<file path="config.mk">
export PLATFORM = sky130hd
export DESIGN_NAME = url_percent_decoder_top_flat
export DESIGN_NICKNAME = d
export VERILOG_FILES = /design/src/hdl/upd_pkg.sv /design/src/hdl/upd_stream_if.sv /design/src/hdl/upd_front.sv /design/src/hdl/upd_queue.sv /design/src/hdl/upd_back.sv /design/src/hdl/url_percent_decoder_top.sv /design/src/flat_wrapper.sv
export SDC_FILE = /design/constraint.sdc
export NUM_CORES = 1
export LEC_CHECK = 0
export ABC_CLOCK_PERIOD_IN_PS = 3670
export BUFFER_PORTS_ARGS = -buffer_cell sky130_fd_sc_hd__buf_2
export CAP_MARGIN = 15
export CORE_MARGIN = 1
export CORE_UTILIZATION = 55
export CTS_CLUSTER_SIZE = 40
export DETAILED_ROUTE_END_ITERATION = 8
export HOLD_SLACK_MARGIN = 0.03
export PLACE_DENSITY = 0.76
export SLEW_MARGIN = 30
export SYNTH_ARGS = -nofsm -noshare
export SYNTH_HDL_FRONTEND = slang
export SYNTH_SLANG_ARGS = --single-unit
</file>
<file path="constraint.sdc">
create_clock -name clk -period 3.67 [get_ports clk]
set_clock_uncertainty 0.05 [all_clocks]
set_input_delay 0.367 -clock clk [delete_from_list [all_inputs] [get_ports clk]]
set_output_delay 0.367 -clock clk [all_outputs]
set_load 0.05 [all_outputs]
</file>
<file path="src/hdl/upd_pkg.sv">
// ----------------------------------------------------------------------------
// upd_pkg
// Shared types, constants and character helpers of the percent decoder.
// ----------------------------------------------------------------------------
package upd_pkg;

    localparam logic [7:0] PCT_CHAR         = 8'h25;
    localparam logic [3:0] HEX_ALPHA_OFFSET = 4'd10;

    localparam logic [1:0] PH_IDLE  = 2'd0;
    localparam logic [1:0] PH_PCT   = 2'd1;
    localparam logic [1:0] PH_DIGIT = 2'd2;

    localparam int unsigned GROUP_MAX = 3;

    typedef struct packed {
        logic [1:0]       count;
        logic [2:0][7:0]  bytes;
        logic             last;
    } upd_group_t;

    function automatic logic is_hex(input logic [7:0] c);
        return c inside {[8'h30:8'h39], [8'h41:8'h46], [8'h61:8'h66]};
    endfunction

    function automatic logic [3:0] hex_val(input logic [7:0] c);
        logic [3:0] v;
        v = 4'd0;
        if (c inside {[8'h30:8'h39]})
        begin
            v = c[3:0];
        end
        else if (c inside {[8'h41:8'h46], [8'h61:8'h66]})
        begin
            v = c[3:0] + (HEX_ALPHA_OFFSET - 4'd1);
        end
        return v;
    endfunction

endpackage

</file>
<file path="src/hdl/upd_stream_if.sv">
// ----------------------------------------------------------------------------
// upd_stream_if
// Valid/ready byte stream with an end-of-string flag.
// ----------------------------------------------------------------------------
interface upd_stream_if;

    logic       valid;
    logic       ready;
    logic [7:0] data;
    logic       last;

    modport source (output valid, output data, output last, input ready);
    modport sink   (input valid, input data, input last, output ready);

endinterface

</file>
<file path="src/hdl/upd_front.sv">
// ----------------------------------------------------------------------------
// upd_front
// Accepts raw characters, tracks the escape phase and builds the group of
// up to three decoded bytes that each character produces.
// ----------------------------------------------------------------------------
module upd_front
    import upd_pkg::*;
(
    input  logic           clk,
    input  logic           rst_n,
    upd_stream_if.sink     in_ch,
    input  logic           q_full,
    output logic           push,
    output upd_group_t     push_group
);

    logic [1:0] phase_reg;
    logic [1:0] phase_next;
    logic [7:0] first_digit_reg;
    logic [7:0] first_digit_next;
    logic       accept;
    upd_group_t grp;

    function automatic upd_group_t append(input upd_group_t g, input logic [7:0] x);
        upd_group_t r;
        r = g;
        if (r.count != 2'(GROUP_MAX))
        begin
            r.bytes[r.count] = x;
            r.count          = r.count + 2'd1;
        end
        return r;
    endfunction

    assign in_ch.ready = !q_full;
    assign accept      = in_ch.valid && in_ch.ready;

    always_comb
    begin
        logic [7:0] c;
        logic       hex;
        c                = in_ch.data;
        hex              = is_hex(c);
        grp              = '0;
        phase_next       = PH_IDLE;
        first_digit_next = first_digit_reg;
        case (phase_reg)
            PH_PCT:
            begin
                if (hex)
                begin
                    first_digit_next = c;
                    phase_next       = PH_DIGIT;
                end
                else
                begin
                    grp = append(grp, PCT_CHAR);
                    if (c == PCT_CHAR)
                    begin
                        phase_next = PH_PCT;
                    end
                    else
                    begin
                        grp = append(grp, c);
                    end
                end
            end
            PH_DIGIT:
            begin
                if (hex)
                begin
                    grp = append(grp, {hex_val(first_digit_reg), hex_val(c)});
                end
                else
                begin
                    grp = append(grp, PCT_CHAR);
                    grp = append(grp, first_digit_reg);
                    if (c == PCT_CHAR)
                    begin
                        phase_next = PH_PCT;
                    end
                    else
                    begin
                        grp = append(grp, c);
                    end
                end
            end
            default:
            begin
                if (c == PCT_CHAR)
                begin
                    phase_next = PH_PCT;
                end
                else
                begin
                    grp = append(grp, c);
                end
            end
        endcase
        if (in_ch.last)
        begin
            if (phase_next == PH_PCT)
            begin
                grp = append(grp, PCT_CHAR);
            end
            else if (phase_next == PH_DIGIT)
            begin
                grp = append(grp, PCT_CHAR);
                grp = append(grp, first_digit_next);
            end
            phase_next = PH_IDLE;
            grp.last   = 1'b1;
        end
    end

    assign push       = accept && (grp.count != 2'd0);
    assign push_group = grp;

    always_ff @(posedge clk or negedge rst_n)
    begin
        if (!rst_n)
        begin
            phase_reg       <= PH_IDLE;
            first_digit_reg <= 8'd0;
        end
        else if (accept)
        begin
            phase_reg       <= phase_next;
            first_digit_reg <= first_digit_next;
        end
    end

    a_last_flushes: assert property (@(posedge clk) disable iff (!rst_n)
        (accept && in_ch.last) |-> (push && push_group.last))
        else $error("end of string produced no flagged group");

    a_last_to_idle: assert property (@(posedge clk) disable iff (!rst_n)
        (accept && in_ch.last) |=> (phase_reg == PH_IDLE))
        else $error("escape still pending after end of string");

endmodule

</file>
<file path="src/hdl/upd_queue.sv">
// ----------------------------------------------------------------------------
// upd_queue
// Short queue of decoded byte groups between the front and back parts.
// ----------------------------------------------------------------------------
module upd_queue
    import upd_pkg::*;
#(
    parameter int unsigned DEPTH = 2
)
(
    input  logic       clk,
    input  logic       rst_n,
    input  logic       push,
    input  upd_group_t push_group,
    output logic       full,
    input  logic       pop,
    output logic       empty,
    output upd_group_t head
);

    localparam int unsigned PTR_W = (DEPTH > 1) ? $clog2(DEPTH) : 1;
    localparam int unsigned CNT_W = $clog2(DEPTH + 1);

    upd_group_t        mem [DEPTH];
    logic [PTR_W-1:0]  wr_ptr_reg;
    logic [PTR_W-1:0]  rd_ptr_reg;
    logic [CNT_W-1:0]  cnt_reg;
    logic              do_push;
    logic              do_pop;

    assign full    = (cnt_reg == CNT_W'(DEPTH));
    assign empty   = (cnt_reg == '0);
    assign do_push = push && !full;
    assign do_pop  = pop && !empty;
    assign head    = mem[rd_ptr_reg];

    always_ff @(posedge clk)
    begin
        if (do_push)
        begin
            mem[wr_ptr_reg] <= push_group;
        end
    end

    always_ff @(posedge clk or negedge rst_n)
    begin
        if (!rst_n)
        begin
            wr_ptr_reg <= '0;
            rd_ptr_reg <= '0;
            cnt_reg    <= '0;
        end
        else
        begin
            if (do_push)
            begin
                wr_ptr_reg <= (wr_ptr_reg == PTR_W'(DEPTH - 1)) ? '0 : wr_ptr_reg + PTR_W'(1);
            end
            if (do_pop)
            begin
                rd_ptr_reg <= (rd_ptr_reg == PTR_W'(DEPTH - 1)) ? '0 : rd_ptr_reg + PTR_W'(1);
            end
            if (do_push && !do_pop)
            begin
                cnt_reg <= cnt_reg + CNT_W'(1);
            end
            else if (do_pop && !do_push)
            begin
                cnt_reg <= cnt_reg - CNT_W'(1);
            end
        end
    end

    a_no_overflow: assert property (@(posedge clk) disable iff (!rst_n)
        push |-> !full)
        else $error("group pushed into a full queue");

endmodule

</file>
<file path="src/hdl/upd_back.sv">
// ----------------------------------------------------------------------------
// upd_back
// Sends the bytes of the queued groups one at a time and flags the final
// byte of a string.
// ----------------------------------------------------------------------------
module upd_back
    import upd_pkg::*;
(
    input  logic        clk,
    input  logic        rst_n,
    input  logic        empty,
    input  upd_group_t  head,
    output logic        pop,
    upd_stream_if.source out_ch
);

    logic [1:0] idx_reg;
    logic       final_byte;
    logic       accept;

    assign final_byte   = (idx_reg == head.count - 2'd1);
    assign out_ch.valid = !empty;
    assign out_ch.data  = head.bytes[idx_reg];
    assign out_ch.last  = head.last && final_byte;
    assign accept       = out_ch.valid && out_ch.ready;
    assign pop          = accept && final_byte;

    always_ff @(posedge clk or negedge rst_n)
    begin
        if (!rst_n)
        begin
            idx_reg <= 2'd0;
        end
        else if (accept)
        begin
            idx_reg <= final_byte ? 2'd0 : idx_reg + 2'd1;
        end
    end

    a_idx_in_group: assert property (@(posedge clk) disable iff (!rst_n)
        out_ch.valid |-> (idx_reg < head.count))
        else $error("byte index beyond the current group");

endmodule

</file>
<file path="src/hdl/url_percent_decoder_top.sv">
// ----------------------------------------------------------------------------
// url_percent_decoder_top
// Streaming percent decoder: front classifier, group queue, byte sender.
//
//   Channel   Dir   Payload               Accepted when
//   in_ch     in    data[7:0], last       valid && ready
//   out_ch    out   data[7:0], last       valid && ready
//
// One input character is taken per cycle while the group queue has room.
// Each character yields zero to three output bytes, sent one per cycle while
// the output side is ready, through the single output port.
// A character's group is registered in the queue before its bytes are sent.
// Reset clears the escape phase, queue pointers and the byte index.
// Either side may stall freely; the queue absorbs QUEUE_DEPTH groups.
// ----------------------------------------------------------------------------
module url_percent_decoder_top
    import upd_pkg::*;
#(
    parameter int unsigned QUEUE_DEPTH = 2
)
(
    input  logic         clk,
    input  logic         rst_n,
    upd_stream_if.sink   in_ch,
    upd_stream_if.source out_ch
);

    logic       push;
    upd_group_t push_group;
    logic       q_full;
    logic       q_empty;
    logic       pop;
    upd_group_t head;

    upd_front u_front (
        .clk        (clk),
        .rst_n      (rst_n),
        .in_ch      (in_ch),
        .q_full     (q_full),
        .push       (push),
        .push_group (push_group)
    );

    upd_queue #(
        .DEPTH (QUEUE_DEPTH)
    ) u_queue (
        .clk        (clk),
        .rst_n      (rst_n),
        .push       (push),
        .push_group (push_group),
        .full       (q_full),
        .pop        (pop),
        .empty      (q_empty),
        .head       (head)
    );

    upd_back u_back (
        .clk    (clk),
        .rst_n  (rst_n),
        .empty  (q_empty),
        .head   (head),
        .pop    (pop),
        .out_ch (out_ch)
    );

endmodule
</file>
<file path="src/flat_wrapper.sv">
// flat-port wrapper written by rule: the top's interface ports become plain ports
module url_percent_decoder_top_flat import upd_pkg::*;
#(
    parameter int unsigned QUEUE_DEPTH = 2
)
  (clk, rst_n, in_ch_valid, in_ch_data, in_ch_last, in_ch_ready, out_ch_valid, out_ch_data, out_ch_last, out_ch_ready);
  upd_stream_if in_ch_i ();
  upd_stream_if out_ch_i ();
  input  logic clk;
  input  logic rst_n;
  input wire logic [$bits(in_ch_i.valid)-1:0] in_ch_valid;
  input wire logic [$bits(in_ch_i.data)-1:0] in_ch_data;
  input wire logic [$bits(in_ch_i.last)-1:0] in_ch_last;
  output wire logic [$bits(in_ch_i.ready)-1:0] in_ch_ready;
  output wire logic [$bits(out_ch_i.valid)-1:0] out_ch_valid;
  output wire logic [$bits(out_ch_i.data)-1:0] out_ch_data;
  output wire logic [$bits(out_ch_i.last)-1:0] out_ch_last;
  input wire logic [$bits(out_ch_i.ready)-1:0] out_ch_ready;
  assign in_ch_i.valid = in_ch_valid;
  assign in_ch_i.data = in_ch_data;
  assign in_ch_i.last = in_ch_last;
  assign in_ch_ready = in_ch_i.ready;
  assign out_ch_valid = out_ch_i.valid;
  assign out_ch_data = out_ch_i.data;
  assign out_ch_last = out_ch_i.last;
  assign out_ch_i.ready = out_ch_ready;
  url_percent_decoder_top #(.QUEUE_DEPTH(QUEUE_DEPTH)) u_core (.clk(clk), .rst_n(rst_n), .in_ch(in_ch_i), .out_ch(out_ch_i));
endmodule
</file>
Word-level counts from Yosys, hierarchy flattened
Memory sizes are Yosys's and may differ from the RTL's.
Cells that the tools add are included.
{"block": "totals", "mem_count": 1, "mem_bits_rw": 54, "input_bits": 13, "output_inout_bits": 11, "reg_bits": 16, "word_cells": 147}
{"block": "op_classes", "eq_ne": 12, "reduce_logical": 30, "n_mux": 59, "bitwise": 3, "order_cmp": 23, "addsub": 13}
{"name": "u_core.u_queue.mem", "depth": 2, "width": 27, "read_ports": 1, "rd_ports_with_merged_regs": 0, "write_ports": 1, "line": "upd_queue.sv:24", "source": "upd_group_t mem [DEPTH];"}
{"op": "two-way mux 26 bit", "count": 11}
{"op": "two-way mux 27 bit", "count": 7}
{"op": "bitwise mux 24 bit", "count": 4}
{"op": "two-way mux 8 bit", "count": 11}
{"op": "demux 8 bit (select 2 bit)", "count": 5}
{"op": "case mux 27 bit (2 select lines)", "count": 1}
{"op": "greater-or-equal comparator 8 x 7 -> 1 bit, second input constant", "count": 4}
{"op": "<= comparator 8 x 7 -> 1 bit, second input constant", "count": 4}
{"op": "logical AND 1 bit", "count": 20}
{"op": "less-than comparator 2 x 3 -> 1 bit, second input constant", "count": 6}
{"op": "two-way mux 2 bit", "count": 9}
{"op": "binary-select mux 8 bit (select 2 bit)", "count": 1}
{"op": "greater-or-equal comparator 8 x 6 -> 1 bit, second input constant", "count": 2}
{"op": "<= comparator 8 x 6 -> 1 bit, second input constant", "count": 2}
{"op": "two-way mux 4 bit", "count": 4}
{"op": "bitwise AND 15 bit", "count": 1}
{"op": "inverter 15 bit", "count": 1}
{"op": "adder 2 x 1 -> 2 bit, second input constant", "count": 7}
{"op": "greater-or-equal comparator 2 x 1 -> 1 bit, second input constant", "count": 5}
{"op": "!= test 2 bit, second input constant", "count": 5}
{"op": "OR 9 bit", "count": 1}
{"op": "adder 4 bit, second input constant", "count": 2}
{"op": "equality test 8 x 6 -> 1 bit, second input constant", "count": 1}
{"op": "nonzero test 2 bit", "count": 4}
{"op": "10 further kinds", "count": 22}

Depth between registers and ports, before layout
{"block": "depth", "ltp_word": 48, "depth_mapped": 12}

Cells and area by module
From an unflattened synthesis, not the netlist that was laid out.
{"block": "unflattened", "hier_cells": 326, "area_unflattened_um2": 3947.5}
{"module": "upd_queue", "cells_per_inst": 103, "n_inst": 1, "area_per_inst_um2": 2244.7}
{"module": "upd_front", "cells_per_inst": 179, "n_inst": 1, "area_per_inst_um2": 1390.1}
{"module": "upd_back", "cells_per_inst": 44, "n_inst": 1, "area_per_inst_um2": 312.8}

Least setup slack after synthesis
No wires, ideal clock.
{"block": "synth_path", "path_type": "input-to-reg", "startpoint": "in in_ch_data[1]", "endpoint": "mem u_core.u_queue.mem[0][0] (netlist name), enable pin", "t_arrival_ns": 3.653, "required_ns": 3.175, "n_path_buf": 0, "stages": 7, "setup_slack_ns": -0.478, "path_cell_list": "inv_1 -> ha_1 -> o21ba_2 -> o21a_1 -> nor3_1 -> a211oi_1 -> nor3_1"}
{"block": "synth_between", "elab_chain_cells": 20}
{"element": "start: declaration", "line": "flat_wrapper.sv:12", "source": "input wire logic [$bits(in_ch_i.data)-1:0] in_ch_data;"}
{"element": "greater-or-equal comparator 8 x 6 -> 1 bit (tied with other cells)", "line": "upd_pkg.sv:23", "source": "return c inside {[8'h30:8'h39], [8'h41:8'h46], [8'h61:8'h66]};"}
{"element": "logical AND 1 bit", "line": "upd_pkg.sv:23"}
{"element": "nonzero test 3 bit", "line": "upd_pkg.sv:23"}
{"element": "two-way mux 27 bit, on equally long branches", "line": "upd_front.sv:70, upd_front.sv:50"}
{"element": "case mux 27 bit (2 select lines)", "line": "upd_front.sv:47", "source": "case (phase_reg)"}
{"element": "adder 2 x 1 -> 2 bit or != test 2 bit (tied branches)", "line": "upd_front.sv:30, upd_front.sv:27"}
{"element": "two-way mux 26 bit", "line": "upd_front.sv:27", "source": "if (r.count != 2'(GROUP_MAX))"}
{"element": "two-way mux 26 bit", "line": "upd_front.sv:106", "source": "else if (phase_next == PH_DIGIT)"}
{"element": "[... 4 more ...]"}
{"element": "two-way mux 27 bit", "line": "upd_front.sv:106"}
{"element": "two-way mux 27 bit", "line": "upd_front.sv:102", "source": "if (phase_next == PH_PCT)"}
{"element": "two-way mux 27 bit (*)", "line": "upd_front.sv:100", "source": "if (in_ch.last)"}
{"element": "nonzero test 2 bit (*)", "line": "upd_front.sv:116", "source": "assign push = accept && (grp.count != 2'd0);"}
{"element": "logical AND 1 bit (*)", "line": "upd_front.sv:116"}
{"element": "logical AND 1 bit (*)", "line": "upd_queue.sv:33", "source": "assign do_push = push && !full;"}
{"element": "two-way mux 1 bit (*)", "line": "upd_queue.sv:39", "source": "if (do_push)"}
{"element": "two-way mux 1 bit (not written as such) (*)", "line": "upd_queue.sv:41", "source": "mem[wr_ptr_reg] <= push_group;"}
{"element": "end: declaration", "line": "upd_queue.sv:24"}
Every way passes the cells marked *; elsewhere a longest branch is shown, timed or not. The select of a mux whose other input is x is not followed.

==> run_results.csv <==
group,metric,value,unit
status,outcome,"finished clean",
worst_setup_path,crit_family,"adder cells",
synthesis,synth-seq-cells,70,
placed_design,pre_cts_slack,0.581,ns
sta,hold_slack,0.271,ns
worst_setup_path,cp_cell_sequence,"inv_1, ha_1, nor2b_1, nor4_1, a221oi_4, a211oi_1, nor2_1, ha_1, xor2_1, nor2_1, xor2_1",
global_route,track_usage,0.247,
sta,hold_violations,0,
power_and_ir_drop,clkPwrFrac,0.218,
global_route,grt-ovfl-total,0,
global_route,grt_pass1_wl,13.1,mm
sta,setup_ws,0.693,ns
route,drt_wl_total,8.10,mm
route,dr.pass1.iters,7,
power_and_ir_drop,power_frac_comb,0.362,
sta,maxSlewViolCount,0,
worst_setup_path,path_buf_inv,1,
global_route,grt_max_degree,28,
route,detail_route.wl_per_cell,19.4,um
clock_network,clock_latency,0.34,ns
sta,max_slew_margin,0.533,
floorplan,design.core.area,0.00646,sq mm
synthesis,synth_edf_count,54,
global_route,grt_use_met1,0.343,
floorplan,pin_count,24,
global_route,grt_use_met3,0.0462,
layout,layout.nets,359,
power_and_ir_drop,intPower,1.69,mW
power_and_ir_drop,seq_power_share,0.420,
global_route,antenna_found_initial,0,
power_and_ir_drop,p_leak,1.58,nW
worst_setup_path,setup.worst_path.end_class,"register",
floorplan,dieArea,0.00718,sq mm
layout,drive_above_1_share,0.208,
synthesis,avgSynthCellArea,12.3,sq um
sta,setup_violations,0,
layout,fillers,531,
power_and_ir_drop,switchingPower,1.05,mW
worst_setup_path,cp_slowest_cell,"ha_1",
clock_network,ctsRootBufferMaster,"clkbuf_8",
clock_network,tritoncts,"yes",
synthesis,synth.net_count,330,
synthesis,yosysWarnings,0,
power_and_ir_drop,peakVddDrop,0.273,mV
global_route,gr-max-usage-layer,"met2",
power_and_ir_drop,swShare,0.383,
synthesis,syn_area,0.00376,sq mm
route,drc,0,
route,vias,2614,
worst_setup_path,path_class,"reg -> reg",
run,maxCapViolations,0,
route,drt_iter0_drc,174,
layout,multi_input_area,0.00160,sq mm
clock_network,clk_pin_slew,0.07,ns
sta,post-route-period-util,0.811,
power_and_ir_drop,p_per_area,661,mW/mm^2
synthesis,synthArstFlopShare,0.229,
sta,period_needed,2.98,ns
global_route,grt_pass1_vias,2518,
floorplan,rows,29,
clock_network,clock_path_buffers,2,
layout,largest_reg_flops,54,
sta,worstMarginPinSlew,0.700,ns
sta,fmax,336,MHz
sta,fin_setup_tns,0,ns
placed_design,portBuffers,23,
layout,insertedDiodeCount,0,
clock_network,cts_buffers,9,
global_route,met2_usage,0.392,
layout,synthToLayoutAreaGrowth,9.94,%
placed_design,dp_hpwl,5.95,mm
synthesis,synth-seq-area-share,0.537,
placed_design,place.gp.congestion,0.952,
synthesis,synth_flop_cell,"edfxtp_1",
clock_network,cts.sinks,70,
synthesis,synth_cells,307,
worst_setup_path,cp_slowest_stage_delay,0.54,ns
route,vias_per_cell,6.25,
sta,rsz0062_at_grt,"no",
floorplan,start_util,0.583,
layout,regArea,0.00202,sq mm
hold_path,min_path_type,"in -> reg",
synthesis,yosysUniqueCellTypes,67,
clock_network,post_cts_buffers,0,
floorplan,fp.dieH,84.7,um
route,ant_nets,0,
worst_setup_path,startpoint_type,"register",
worst_setup_path,critPathArrivalTime,3.18,ns
worst_setup_path,path_max_fanout,15,
clock_network,htree_num_levels,3,
worst_setup_path,cp.required,3.87,ns
floorplan,die_w,84.7,um
==> logic make-up after synthesis <==
kind of cell               count (synthesis)  synth area share
buffers and inverters                     27            0.0396
xor gates and xnor gates                   9            0.0210
adders and majority gates                 10            0.0333
DFF                                       70             0.537
and+or+nand+nor                           90             0.123
muxes                                     22            0.0855
AOI/OAI and AO/OA                         79             0.160
==> per-layer routing <==
metal | wire (um) | share of wire
met1 | 3610 | 0.45
met2 | 3890 | 0.48
met3 | 475 | 0.059
met4 | 121 | 0.015
met5 | 0 | 0
==> final timing paths <==
| check | start | end | slack, ns | cells past startpoint |
|---|---|---|---|---|
| max | u_core.u_front.phase_reg[0]$_DFFE_PN0P_ | u_core.u_queue.cnt_reg[1]$_DFFE_PN0P_ | 0.69 | 11 |
| min | out_ch_ready | u_core.u_back.idx_reg[0]$_DFFE_PN0P_ | 0.27 | 3 |
| max reg2reg | u_core.u_front.phase_reg[0]$_DFFE_PN0P_ | u_core.u_queue.cnt_reg[1]$_DFFE_PN0P_ | 0.69 | 11 |
| min reg2reg | u_core.u_queue.cnt_reg[1]$_DFFE_PN0P_ | u_core.u_queue.cnt_reg[1]$_DFFE_PN0P_ | 0.49 | 1 |
| max in group asynchronous | rst_n | u_core.u_queue.cnt_reg[1]$_DFFE_PN0P_ | 2.82 | 2 |
| min in group asynchronous | rst_n | u_core.u_front.phase_reg[0]$_DFFE_PN0P_ | 0.44 | 2 |
==> worst register-to-register path, cell delays in order (launching register included) <==
cell and delay, ns:
dfrtp_1 0.39, inv_1 0.06, ha_1 0.54, nor2b_1 0.14
nor4_1 0.43, a221oi_4 0.09, a211oi_1 0.43, nor2_1 0.09
ha_1 0.23, xor2_1 0.14, nor2_1 0.11, xor2_1 0.18
==> what timing repair did <==
item,4_1_cts,5_1_grt
resized for setup,0,0
endpoints found under the hold margin,16,0
hold buffers,1,0
==> per-stage QoR <==
step	area, sq um	power [mW]	util	instances
4_1_cts	4140	2.76	0.640	418
3_5_place_dp	3940	2.16	0.609	401
3_3_place_gp	3940	2.15	0.609	401
5_1_grt	4140	2.87	0.640	418
6_report	4140	2.73	0.640	418
2_1_floorplan	3760	1.93	-	307
==> layout make-up <==
cell class | instances | area share
Sequential cell | 70 | 0.489
Multi-Input combinational cell | 210 | 0.387
Timing Repair Buffer | 30 | 0.0411
Clock buffer | 10 | 0.0309
Tap cell | 77 | 0.0233
Clock inverter | 6 | 0.0151
Inverter | 15 | 0.0136
==> cell usage in the layout, fill, tap and decap left out, drive strengths merged, types with 3 or more instances in the layout <==
cell	count
nor2	13
nand3	5
nor2b	5
inv	15
or2	4
and2	4
nand2	34
o22ai	3
mux4	8
a22o	4
a221o	3
a211oi	3
ha	10
edfxtp	54
and3	3
clkinv	5
a31oi	3
a21boi	4
nor3	6
a21o	3
a21oi	4
o211ai	3
o21ai	26
dfrtp	16
clkbuf	10
buf	29
mux2i	13
nand4	3
o21bai	3
xnor2	7
==> Yosys cell counts, drive strengths merged, types with 2 or more instances <==
cell type / number / share of area
nor3: 6 / 0.0080
or3b: 2 / 0.0047
ha: 10 / 0.033
a22o: 4 / 0.0093
a21oi: 4 / 0.0053
a2111o: 2 / 0.0060
nand2b: 2 / 0.0033
dfrtp: 16 / 0.11
a221o: 3 / 0.0080
o211ai: 3 / 0.0060
o22ai: 3 / 0.0050
o211a: 2 / 0.0053
nor2b: 5 / 0.0083
a21o: 3 / 0.0063
a32o: 2 / 0.0053
nor4b: 2 / 0.0063
inv: 15 / 0.015
xor2: 2 / 0.0047
edfxtp: 54 / 0.43
mux2i: 13 / 0.035
xnor2: 7 / 0.016
mux4: 8 / 0.048
o21bai: 3 / 0.0060
a31oi: 3 / 0.0050
nand4: 3 / 0.0050
o311ai: 2 / 0.0067
or3: 2 / 0.0033
o21ai: 26 / 0.036
and2: 4 / 0.0067
a211o: 2 / 0.0050
a21boi: 4 / 0.0090
or2: 4 / 0.0067
and3: 3 / 0.0050
a211oi: 3 / 0.0060
clkbuf: 6 / 0.014
nand3: 5 / 0.0067
nor2: 13 / 0.013
buf: 6 / 0.011
nand2: 34 / 0.035
==> power by group through the flow <==
stage | registers [mW] | logic, mW | clock network [mW]
4_1_cts | 1.15 | 1.00 | 0.605
6_report | 1.15 | 0.990 | 0.595
5_1_grt | 1.17 | 1.06 | 0.645
2_1_floorplan | 1.10 | 0.823 | 0
3_5_place_dp | 1.17 | 0.999 | 0
3_3_place_gp | 1.16 | 0.991 | 0
(Power assumes the default switching activity.)
